**src/hw/rtl/deq_pkg.sv**
```systemverilog
// Shared types and constants for the deque engine.
package deq_pkg;
  localparam int DEQ_DEPTH = 64;
  localparam int VAL_W = 32;
  localparam int OP_W = 4;
  localparam int POS_W = 6;
  localparam int LEN_W = 7;

  localparam logic [OP_W-1:0] OP_PUSHF = 4'd0;
  localparam logic [OP_W-1:0] OP_PUSHB = 4'd1;
  localparam logic [OP_W-1:0] OP_POPF = 4'd2;
  localparam logic [OP_W-1:0] OP_POPB = 4'd3;
  localparam logic [OP_W-1:0] OP_ERASE = 4'd4;
  localparam logic [OP_W-1:0] OP_CLEAR = 4'd5;
  localparam logic [OP_W-1:0] OP_REVERSE = 4'd6;
  localparam logic [OP_W-1:0] OP_SORT = 4'd7;
  localparam logic [OP_W-1:0] OP_RESIZE = 4'd8;
  localparam logic [OP_W-1:0] OP_ASSIGN = 4'd9;
  localparam logic [OP_W-1:0] OP_STATUS = 4'd10;

  localparam logic [1:0] ST_OK = 2'd0;
  localparam logic [1:0] ST_EMPTY = 2'd1;
  localparam logic [1:0] ST_RANGE = 2'd2;
  localparam logic [1:0] ST_FULL = 2'd3;

  typedef enum logic [3:0] {
    S_IDLE,     // waiting for a request
    S_EXEC,     // pushes, truncation, pick the walk
    S_FETCH,    // read the popped or erased element
    S_ERASE,    // close up after erase
    S_SORT_OUT, // outer insertion-sort step: fetch key
    S_SORT_IN,  // inner step: compare and shift
    S_FILL,     // fill at the rear
    S_FRONT,    // read front for the result
    S_BACK,     // read back for the result
    S_DONE      // present the result
  } state_t;
endpackage

```
**src/hw/rtl/double_ended_queue_engine_top.sv**
```systemverilog
// Deque engine: ring store with one read and one write port under a small sequencer.
// Pops and erase first read the removed element, and erase then closes up the gap
// one element at a time; resize truncates or fills at the rear, assign clears and
// fills; sort runs an insertion sort. Each request ends with the front and back reads.
// An empty result skips both reads. One request at a time: the next is taken in the
// cycle after done at the earliest. Sync reset empties the deque, not the store.
module double_ended_queue_engine_top import deq_pkg::*; #(
  parameter int DEPTH = DEQ_DEPTH
) (
  input  logic                  clk,
  input  logic                  rst,
  input  logic                  start,
  output logic                  busy,
  input  logic [OP_W-1:0]       op,
  input  logic signed [VAL_W-1:0] value,
  input  logic [POS_W-1:0]      position,
  input  logic [LEN_W-1:0]      length,
  output logic                  done,
  output logic signed [VAL_W-1:0] removed_value,
  output logic [1:0]            status,
  output logic [LEN_W-1:0]      element_count,
  output logic signed [VAL_W-1:0] front_value,
  output logic signed [VAL_W-1:0] back_value,
  output logic                  is_empty
);
  localparam int AW = $clog2(DEPTH);
  localparam int CW = $clog2(DEPTH + 1);
  localparam int LW = (CW > LEN_W) ? CW : LEN_W;
  localparam logic [AW-1:0] LAST = AW'(DEPTH - 1);
  localparam logic [CW-1:0] FULL_CNT = CW'(DEPTH);
  localparam logic [CW:0]   DEPTH_X = (CW + 1)'(DEPTH);

  state_t state, state_next;

  logic [VAL_W-1:0] mem [DEPTH];
  logic signed [VAL_W-1:0] rd;

  logic [AW-1:0] fp;
  logic [CW-1:0] cnt;
  logic          rev;

  logic [OP_W-1:0]  op_r;
  logic [VAL_W-1:0] val_r;
  logic [POS_W-1:0] pos_r;
  logic [CW-1:0]    tgt;
  logic [1:0]       st_r, st_in;
  logic [VAL_W-1:0] rem_r, front_r, back_r;
  logic signed [VAL_W-1:0] key;
  logic [CW-1:0]    i, j;

  // memory port
  logic          we;
  logic [AW-1:0] wa, ra;
  logic [VAL_W-1:0] wd;

  always_ff @(posedge clk) begin
    if (we) mem[wa] <= wd;
    rd <= mem[ra];
  end

  function automatic logic [AW-1:0] wrap(input logic [CW:0] s);
    wrap = (s >= DEPTH_X) ? AW'(s - DEPTH_X) : AW'(s);
  endfunction

  // slot of logical index k (k below the count)
  function automatic logic [AW-1:0] slot(input logic [AW-1:0] f, input logic [CW-1:0] c,
                                         input logic r, input logic [CW-1:0] k);
    logic [CW-1:0] off;
    off = r ? c - k - CW'(1) : k;
    slot = wrap({{(CW + 1 - AW){1'b0}}, f} + {1'b0, off});
  endfunction

  logic          accept;
  logic          is_push, is_pop, is_size_op, push_low, pop_low, key_gt;
  logic [LW-1:0] len_ext;
  logic [CW:0]   fp_ext;
  logic [AW-1:0] fp_inc, fp_dec, ring_tail;

  assign accept = start && !busy;
  assign len_ext = LW'(length);
  assign fp_ext = {{(CW + 1 - AW){1'b0}}, fp};
  assign is_push = (op_r == OP_PUSHF) || (op_r == OP_PUSHB);
  assign is_pop = (op_r == OP_POPF) || (op_r == OP_POPB);
  assign is_size_op = (op_r == OP_RESIZE) || (op_r == OP_ASSIGN);
  // storage-low end moves: front of a forward ring, back of a reversed one
  assign push_low = (op_r == OP_PUSHF) != rev;
  assign pop_low = (op_r == OP_POPF) != rev;
  assign key_gt = rd > key;
  assign fp_inc = (fp == LAST) ? '0 : fp + AW'(1);
  assign fp_dec = (fp == '0) ? LAST : fp - AW'(1);
  assign ring_tail = wrap(fp_ext + {1'b0, cnt});

  always_comb begin
    st_in = ST_OK;
    unique case (op) inside
      OP_PUSHF, OP_PUSHB: if (cnt == FULL_CNT) st_in = ST_FULL;
      OP_POPF, OP_POPB: if (cnt == '0) st_in = ST_EMPTY;
      OP_ERASE: if (LW'(position) >= LW'(cnt)) st_in = ST_RANGE;
      OP_RESIZE, OP_ASSIGN: if (len_ext > LW'(DEPTH)) st_in = ST_FULL;
      default: ;
    endcase
  end

  always_comb begin
    state_next = state;
    unique case (state)
      S_IDLE: if (accept) state_next = S_EXEC;
      S_EXEC: begin
        if ((is_pop || op_r == OP_ERASE) && st_r == ST_OK) state_next = S_FETCH;
        else if (op_r == OP_SORT) state_next = S_SORT_OUT;
        else if (is_size_op && cnt < tgt) state_next = S_FILL;
        else state_next = S_FRONT;
      end
      S_FETCH: if (ph) state_next = (op_r == OP_ERASE) ? S_ERASE : S_FRONT;
      S_ERASE: if (i + CW'(1) >= cnt) state_next = S_FRONT;
      S_SORT_OUT: begin
        if (i >= cnt) state_next = S_FRONT;
        else if (ph) state_next = S_SORT_IN;
      end
      S_SORT_IN: if ((!ph && j == '0) || (ph && !key_gt)) state_next = S_SORT_OUT;
      S_FILL: if (cnt + CW'(1) >= tgt) state_next = S_FRONT;
      S_FRONT: begin
        if (cnt == '0) state_next = S_DONE;
        else if (ph) state_next = S_BACK;
      end
      S_BACK: if (ph) state_next = S_DONE;
      S_DONE: state_next = S_IDLE;
      default: state_next = S_IDLE;
    endcase
  end

  // sub-phase of a read step: 0 = issue read, 1 = data valid
  logic ph;

  // memory control
  always_comb begin
    we = 1'b0; wa = '0; wd = val_r; ra = '0;
    unique case (state)
      S_EXEC: if (is_push && st_r == ST_OK) begin
        we = 1'b1; wa = push_low ? fp_dec : ring_tail;
      end
      S_FETCH: begin
        if (op_r == OP_ERASE) ra = slot(fp, cnt, rev, CW'(pos_r));
        else if (op_r == OP_POPF) ra = slot(fp, cnt, rev, '0);
        else ra = slot(fp, cnt, rev, cnt - CW'(1));
      end
      S_ERASE: if (i + CW'(1) < cnt) begin
        ra = slot(fp, cnt, rev, i + CW'(1));
        we = ph; wa = slot(fp, cnt, rev, i); wd = rd;
      end
      S_SORT_OUT: if (i < cnt) ra = slot(fp, cnt, rev, i);
      S_SORT_IN: begin
        if (!ph) begin
          if (j == '0) begin
            we = 1'b1; wa = slot(fp, cnt, rev, '0); wd = key;
          end else ra = slot(fp, cnt, rev, j - CW'(1));
        end else begin
          we = 1'b1; wa = slot(fp, cnt, rev, j); wd = key_gt ? rd : key;
        end
      end
      S_FILL: begin we = 1'b1; wa = rev ? fp_dec : ring_tail; end
      S_FRONT: if (cnt != '0) ra = slot(fp, cnt, rev, '0);
      S_BACK: ra = slot(fp, cnt, rev, cnt - CW'(1));
      default: ;
    endcase
  end

  always_ff @(posedge clk) begin
    if (rst) begin
      state <= S_IDLE;
      fp <= '0; cnt <= '0; rev <= 1'b0; ph <= 1'b0;
      op_r <= OP_STATUS; val_r <= '0; pos_r <= '0; tgt <= '0; st_r <= ST_OK;
      rem_r <= '1; front_r <= '0; back_r <= '0; key <= '0; i <= '0; j <= '0;
    end else begin
      state <= state_next;
      ph <= (state != state_next) ? 1'b0 : ~ph;
      unique case (state)
        S_IDLE: if (accept) begin
          op_r <= op; val_r <= value; pos_r <= position;
          rem_r <= '1; st_r <= st_in;
          tgt <= (len_ext > LW'(DEPTH)) ? FULL_CNT : CW'(length);
          if (op == OP_CLEAR || op == OP_ASSIGN) begin
            cnt <= '0; fp <= '0; rev <= 1'b0;
          end else if (op == OP_REVERSE) rev <= ~rev;
        end
        S_EXEC: begin
          if (is_push && st_r == ST_OK) begin
            if (push_low) fp <= fp_dec;
            cnt <= cnt + CW'(1);
          end
          if (op_r == OP_SORT) i <= CW'(1);
          // truncate from the rear; a reversed ring keeps its rear at fp
          if (op_r == OP_RESIZE && cnt > tgt) begin
            cnt <= tgt;
            if (rev) fp <= wrap(fp_ext + {1'b0, cnt - tgt});
          end
        end
        S_FETCH: if (ph) begin
          rem_r <= rd;
          if (op_r == OP_ERASE) i <= CW'(pos_r);
          else begin
            if (pop_low) fp <= fp_inc;
            cnt <= cnt - CW'(1);
          end
        end
        S_ERASE: begin
          if (i + CW'(1) >= cnt) begin
            cnt <= cnt - CW'(1);
            if (rev) fp <= fp_inc;
          end else if (ph) i <= i + CW'(1);
        end
        S_SORT_OUT: if (i < cnt && ph) begin
          key <= rd; j <= i;
        end
        S_SORT_IN: begin
          if (!ph) begin
            if (j == '0) i <= i + CW'(1);
          end else if (key_gt) j <= j - CW'(1);
          else i <= i + CW'(1);
        end
        S_FILL: begin
          cnt <= cnt + CW'(1);
          if (rev) fp <= fp_dec;
        end
        S_FRONT: if (cnt != '0 && ph) front_r <= rd;
        S_BACK: if (ph) back_r <= rd;
        default: ;
      endcase
    end
  end

  assign busy = (state != S_IDLE);
  assign done = (state == S_DONE);
  assign removed_value = rem_r;
  assign status = st_r;
  assign element_count = LEN_W'(cnt);
  assign is_empty = (cnt == '0);
  assign front_value = is_empty ? '1 : front_r;
  assign back_value = is_empty ? '1 : back_r;
endmodule

```
**config.mk**
```make
export PLATFORM = sky130hd
export DESIGN_NAME = double_ended_queue_engine_top
export DESIGN_NICKNAME = d
export VERILOG_FILES = /design/src/hw/rtl/deq_pkg.sv /design/src/hw/rtl/double_ended_queue_engine_top.sv
export SDC_FILE = /design/constraint.sdc
export NUM_CORES = 2
export LEC_CHECK = 0
export BUFFER_PORTS_ARGS = -buffer_cell sky130_fd_sc_hd__buf_2
export CORE_ASPECT_RATIO = 1.1
export CORE_MARGIN = 2
export CORE_UTILIZATION = 45
export DETAILED_ROUTE_END_ITERATION = 6
export PLACE_DENSITY_LB_ADDON = 0.15
export SYNTH_ARGS = -nofsm -noshare
export SYNTH_HDL_FRONTEND = slang
export SYNTH_SLANG_ARGS = --single-unit
```
**constraint.sdc**
```tcl
create_clock -name clk -period 18.1 [get_ports clk]
set_clock_uncertainty 0.15 [all_clocks]
set_input_delay 2.715 -clock clk [delete_from_list [all_inputs] [get_ports clk]]
set_output_delay 2.715 -clock clk [all_outputs]
set_load 0.005 [all_outputs]
```
# ---- After elaboration in Yosys (flattened, before gate mapping)
# Memory sizes are Yosys's and may differ from the RTL's. A register that Yosys moved wholly into a read port is not among the register bits.
# Index checks and enable logic that the tools add are counted.
dict set report op_classes {
  addsub 37
  mul 0
  n_div 0
  order_cmp 19
  n_eq_ne 47
  shift 0
  muxes 107
  n_bitwise 2
  reduce_logical 46
}
# op count
set op_table {}
lappend op_table {{$mux W32} 8}
lappend op_table {{$mux W6} 36}
lappend op_table {{$mux W7} 26}
lappend op_table {{$pmux W32 S2} 2}
lappend op_table {{$add A6 B7 Y8} 9}
lappend op_table {{$ge A8 B7 Y1 const B} 9}
lappend op_table {{$sub A6 B1 Y6 const B} 10}
lappend op_table {{$sub A7 B1 Y7 const B} 8}
lappend op_table {{$sub A7 B7 Y7} 6}
lappend op_table {{$mux W4} 10}
lappend op_table {{$eq A4 B3 Y1 const B} 9}
lappend op_table {{$pmux W4 S9} 1}
lappend op_table {{$pmux W6 S6} 1}
lappend op_table {{$pmux W7 S5} 1}
lappend op_table {{$gt A32 B32 Y1} 1}
lappend op_table {{$ne A2 B2 Y1 const B} 15}
lappend op_table {{$pmux W6 S5} 1}
lappend op_table {{$pmux W7 S4} 1}
lappend op_table {{$eq A4 B2 Y1 const B} 6}
lappend op_table {{$eq A4 B4 Y1 const B} 6}
lappend op_table {{$pmux W6 S4} 1}
lappend op_table {{$ge A7 B7 Y1} 3}
lappend op_table {{$lt A7 B7 Y1} 3}
lappend op_table {{$add A7 B1 Y7 const B} 2}
lappend op_table {{other kinds (36)} 83}
dict set report word_totals {
  regBits 212
  latch_bits 0
  mem_bits_rw 2048
  romBits 0
  input_bits 52
  out_inout_bits 108
  wordCells 275
  mem_count 1
}
# name depth width read_ports rd_clocked_by_memory_dff wr line
set mem_list {}
lappend mem_list {mem 64 32 1 1 1 double_ended_queue_engine_top.sv:35} ;# logic [VAL_W-1:0] mem [DEPTH];

# ---- Longest topological paths before layout
dict set report depth {
  depth_word 10
  depth_mapped 25
  ltp_nobuf 21
}

# ---- Worst setup path after synthesis
# OpenSTA, ideal clock, no wires.
dict set report synth_path {
  path_kind {flip-flop to flip-flop}
  from {reg rev}
  to {mem mem[10][0], enable pin}
  setup_ns 0.421
  arrival_ns 5.467
  required_ns 17.529
  slack_ns 12.062
  path_stages_with_launch 19
  path_buffers 7
  synth_period_minus_slack_ns 6.038
  path_cell_list {dfxtp_1 clkbuf_1 clkbuf_1 clkbuf_1 clkbuf_1 clkbuf_1 buf_1 a21oi_1 ha_1 a21oi_1 o21bai_1 a21oi_1 xnor2_1 or3_1 a31oi_1 o2111ai_1 or2_2 clkbuf_1 nor2_1}
}
dict set report synth_via {
  elab_chain_len 7
  elab_cells_between_ends 23
  cone_classes {add/sub: 6; order compare: 3; eq/ne: 1; mux: 13}
}
# element line
set synth_rtl {}
lappend synth_rtl {{start: declaration} double_ended_queue_engine_top.sv:40} ;# logic rev;
lappend synth_rtl {{start signal: assignment} double_ended_queue_engine_top.sv:184} ;# end else if (op == OP_REVERSE) rev <= ~rev;
lappend synth_rtl {{$mux W7} double_ended_queue_engine_top.sv:69} ;# off = r ? c - k - CW'(1) : k;
lappend synth_rtl {{$add A6 B7 Y8} double_ended_queue_engine_top.sv:70} ;# slot = wrap({{(CW + 1 - AW){1'b0}}, f} + {1'b0, off});
lappend synth_rtl {{$ge A8 B7 Y1 or $sub A6 B1 Y6 (tied branches)} double_ended_queue_engine_top.sv:62} ;# wrap = (s >= DEPTH_X) ? AW'(s - DEPTH_X) : AW'(s);
lappend synth_rtl {{$mux W6} double_ended_queue_engine_top.sv:62}
lappend synth_rtl {{$mux W6} double_ended_queue_engine_top.sv:154} ;# if (j == '0) begin
lappend synth_rtl {{$mux W6} double_ended_queue_engine_top.sv:153} ;# if (!ph) begin
lappend synth_rtl {{$pmux W6 S4 (*)} double_ended_queue_engine_top.sv:138} ;# unique case (state)
lappend synth_rtl {{end: declaration} double_ended_queue_engine_top.sv:35}
# Mark *: on every way between the ends. The rest lies on a longest branch, timed or not.

# ---- Worst setup path after layout
dict set report layout_path {
  from {reg i[0]}
  to {reg rd[13] (read register of mem)}
}
dict set report layout_via {
  elab_chain_len 9
  elab_cells_between_ends 20
  cone_classes {add/sub: 9; order compare: 4; mux: 7}
}
# element line
set layout_rtl {}
lappend layout_rtl {{start: declaration} double_ended_queue_engine_top.sv:49} ;# logic [CW-1:0] i, j;
lappend layout_rtl {{start signal: assignment} double_ended_queue_engine_top.sv:200} ;# if (op_r == OP_ERASE) i <= CW'(pos_r);
lappend layout_rtl {{start signal: assignment} double_ended_queue_engine_top.sv:210} ;# end else if (ph) i <= i + CW'(1);
lappend layout_rtl {{start signal: assignment} double_ended_queue_engine_top.sv:217} ;# if (j == '0) i <= i + CW'(1);
lappend layout_rtl {{$add A7 B1 Y7} {double_ended_queue_engine_top.sv:147, double_ended_queue_engine_top.sv:148}}
lappend layout_rtl {{$sub A7 B7 Y7} double_ended_queue_engine_top.sv:69}
lappend layout_rtl {{$sub A7 B1 Y7} double_ended_queue_engine_top.sv:69}
lappend layout_rtl {{$mux W7} double_ended_queue_engine_top.sv:69}
lappend layout_rtl {{$add A6 B7 Y8} double_ended_queue_engine_top.sv:70}
lappend layout_rtl {{$ge A8 B7 Y1 or $sub A6 B1 Y6 (tied branches)} double_ended_queue_engine_top.sv:62}
lappend layout_rtl {{$mux W6} double_ended_queue_engine_top.sv:62}
lappend layout_rtl {{$mux W6} double_ended_queue_engine_top.sv:147} ;# S_ERASE: if (i + CW'(1) < cnt) begin
lappend layout_rtl {{$pmux W6 S6 (*)} double_ended_queue_engine_top.sv:138}
lappend layout_rtl {{end: declaration} double_ended_queue_engine_top.sv:36} ;# logic signed [VAL_W-1:0] rd;
# Marked as above.
# A chain may end at the register's enable or synchronous reset.

==> flow_metrics.tcl <==
set metrics [dict create \
    fin_util_pct 50.88 \
    syn_area_um2 96920 \
    yosys_warnings 0 \
    dp_slack_ps 10140 \
    worstSetupStartpoint "i[0]$_SDFFE_PP0P_" \
    synthArstFlopShare_pct 0 \
    yosysUniqueCellTypes 89 \
    tightest_slew_ps 1447 \
    rsz0062_at_grt "no" \
    synthCells 8011 \
    final_layout_size_suffix_gt1_share_pct 10.73 \
    violations "DRC" \
    reg2reg_from "i[0]$_SDFFE_PP0P_" \
    final_common_cell "nand2_1" \
    multi_input_area_um2 28440 \
    fmax_mhz 124.0 \
    worstPathArrival_ps 8730 \
    fin_crit_ps 8062 \
    leakagePower_nw 37.68 \
    die_h_um 490.7 \
    fin_area_um2 108900 \
    critical_path_required_ps 18760 \
    routabilityCongestion 0.9156 \
    worstPathMaxFanout 72 \
    synth_edf_count 2048 \
    critPathBufInv 4 \
    detail_route.vias_per_cell 5.985 \
    maxCapViolCount 0 \
    cts_resized 0 \
    initial_utilization_pct 45.29 \
    pin_count 160 \
    grt_max_degree 147 \
    rows 178 \
    track_usage_pct 29.14 \
    clockRootBuffer "clkbuf_16" \
    cts_tree "built" \
    grt_pass1_wl_um 462700 \
    dp_cells 10760 \
    fin_crit_sh_pct 44.54 \
    slew_headroom_pct 3.542 \
    dpl.hpwl_um 191800 \
    routed_wl_um 324100 \
    area.sequential_um2 66380 \
    ys_seq_elements 2292 \
    drt-pass1-iter-count 7 \
    cts_post_setup_buffers_inserted 0 \
    htree_num_levels 4 \
    drc 1 \
    drt-wirelength-per-cell_um 28.97 \
    ctsLongestPathBuffers 3 \
    hold_class "reg -> reg" \
    ys.flop_type "edfxtp_1" \
    dieArea_um2 219100 \
    area.growth.synth_to_final_pct 12.35 \
    worstHoldStart "front_r[2]$_SDFFE_PP0P_" \
    worstSkewPairLatency_ps 900 \
    cp_top_family "compound AO/OA/AOI/OAI gates" \
    cts_sinks 2292 \
    drt-initial-drc-count 8161 \
    outcome "finished, violations left" \
    finalNetCount 8317 \
    synth_nets 8223 \
    die_w_um 446.5 \
    crit_chain "ha_1 > nand3_1 > xnor2_1 > inv_1 > ha_1 > nand4_1 > a21oi_1 > o22a_1 > and4_4 > buf_4 > buf_4 > buf_4 > nand2_1 > and3_1 > a311oi_1 > a311oi_1 > a221oi_1 > a311o_1" \
    antenna_found_initial 15 \
    grt_overflow_total 0 \
    cpMostUsedCell "buf_4" \
    cts_hold_buffers 0 \
    vias 66940 \
    powerDensity_nw_per_um2 167.2 \
    timing.final.ws_setup_ps 10040 \
    cts_buffers 227 \
    antenna_left 0 \
    worstSetupPathType "reg -> reg" \
    coreArea_um2 214000 \
    path_clk_slew_ps 70 \
    vdd_drop_max_uv 170.6 \
    setup_viol_count_final 0 \
    endpoint_kind "flip-flop" \
    start_kind "flip-flop" \
    grt_pass1_vias 63350 \
    seq_area_frac_synth_pct 68.49 \
    finalHoldViolations 0 \
    port_buffers 159 \
    final.setup.tns_ps 0 \
    maxSlewViolCount 0 \
    synth_area_per_cell_um2 12.10 \
    layout_common_cells "nand2_1, edfxtp_1, nand3_1, a21oi_1, dfxtp_1" \
    instances_no_fill 11190 \
    cp_slowest_stage_delay_ps 1100 \
    placed_area_um2 101500 \
    fillers 18580 \
    slowest_stage "a221oi_1" \
]
cell usage after synthesis, drive strengths merged, types with 29 or more instances:
master | n | area, um2
nand2 | 2211 | 8302
edfxtp | 2048 | 61500
nand3 | 570 | 2853
a21oi | 356 | 1782
buf | 317 | 1774
dfxtp | 244 | 4885
nor2 | 231 | 879.6
clkbuf | 207 | 778.2
and3 | 152 | 950.9
mux2i | 149 | 1491
ha | 145 | 1814
a31oi | 144 | 900.9
o21ai | 129 | 645.6
inv | 117 | 439.2
a32oi | 91 | 797.0
a311oi | 84 | 735.7
nand2b | 82 | 513.0
o22ai | 75 | 469.2
xnor2 | 70 | 613.1
nor3 | 67 | 340.3
o2111ai | 50 | 437.9
a21o | 40 | 300.3
nand4 | 33 | 212.7
nor4 | 32 | 206.5
a22oi | 29 | 217.7
logic make-up after synthesis:
kind of cell / count (synthesis) / synth area share, %
AND/OR/NAND/NOR: 3480 / 15.54
flip-flops: 2292 / 68.49
AO/OA/AOI/OAI: 1183 / 8.116
buffers and inverters: 641 / 3.087
multiplexers: 162 / 1.748
adder cells (fa/ha/maj): 160 / 2.182
XOR/XNOR: 93 / 0.8404
per-layer routing:
metal	share of wire [%]	GRT usage (%)	vias to the layer above
li1	-	-	29470
met1	40	39.83	33690
met5	0.0083	0	-
met3	8.4	4.248	568
met2	46	46.40	3212
met4	4.7	12.68	4
metrics by stage:
stage | hold WS (ps) | power, mW
2_1_floorplan | 281.2 | 10.48
3_3_place_gp | 286.4 | 13.43
3_5_place_dp | 291.7 | 13.49
4_1_cts | 299.5 | 18.17
5_1_grt | 309.3 | 18.87
6_report | 299.0 | 18.21
report_power, final:
part / internal, mW / leakage [nW] / switching, mW
sequential: 6.24 / 20.8 / 0.271
combinational: 1.89 / 13.2 / 5.08
clock: 2.66 / 3.63 / 2.06
worst paths after layout:
kind / endpoint / cells after the start / slack [ps]
worst min-delay path: front_r[2]$_SDFFE_PP0P_ / 2 / 300
worst max register to register: rd[13]$_DFF_P_ / 18 / 10040
worst max-delay path: rd[13]$_DFF_P_ / 18 / 10040
worst min register to register: front_r[2]$_SDFFE_PP0P_ / 2 / 300
sequential cells by signal, indices dropped and copies added, names as in the netlist, 6 cells and up:
| register | cells |
|---|---|
| front_r | 32 |
| pos_r | 6 |
| removed_value | 32 |
| tgt | 7 |
| val_r | 32 |
| j | 7 |
| back_r | 32 |
| key | 32 |
| fp | 6 |
| i | 7 |
| rd | 32 |
| element_count | 7 |
| mem | 2048 |
worst register-to-register path, stage by stage (launching register included):
cell and delay [ps]:
dfxtp_1 670, ha_1 280, nand3_1 120, xnor2_1 340
inv_1 80, ha_1 410, nand4_1 190, a21oi_1 370
o22a_1 320, and4_4 720, buf_4 690, buf_4 640
buf_4 800, nand2_1 170, and3_1 190, a311oi_1 240
a311oi_1 150, a221oi_1 1100, a311o_1 350
layout make-up:
type / count / share of cell area (%)
sequential: 2292 / 60.96
multi-input combinational: 5078 / 26.12
clock buffer: 293 / 5.671
tap: 2880 / 3.309
timing repair buffer: 389 / 2.368
clock inverter: 133 / 1.152
inverter: 117 / 0.4033
antenna: 4 / 0.009192
No activity file was read; power rests on OpenSTA's default activity.
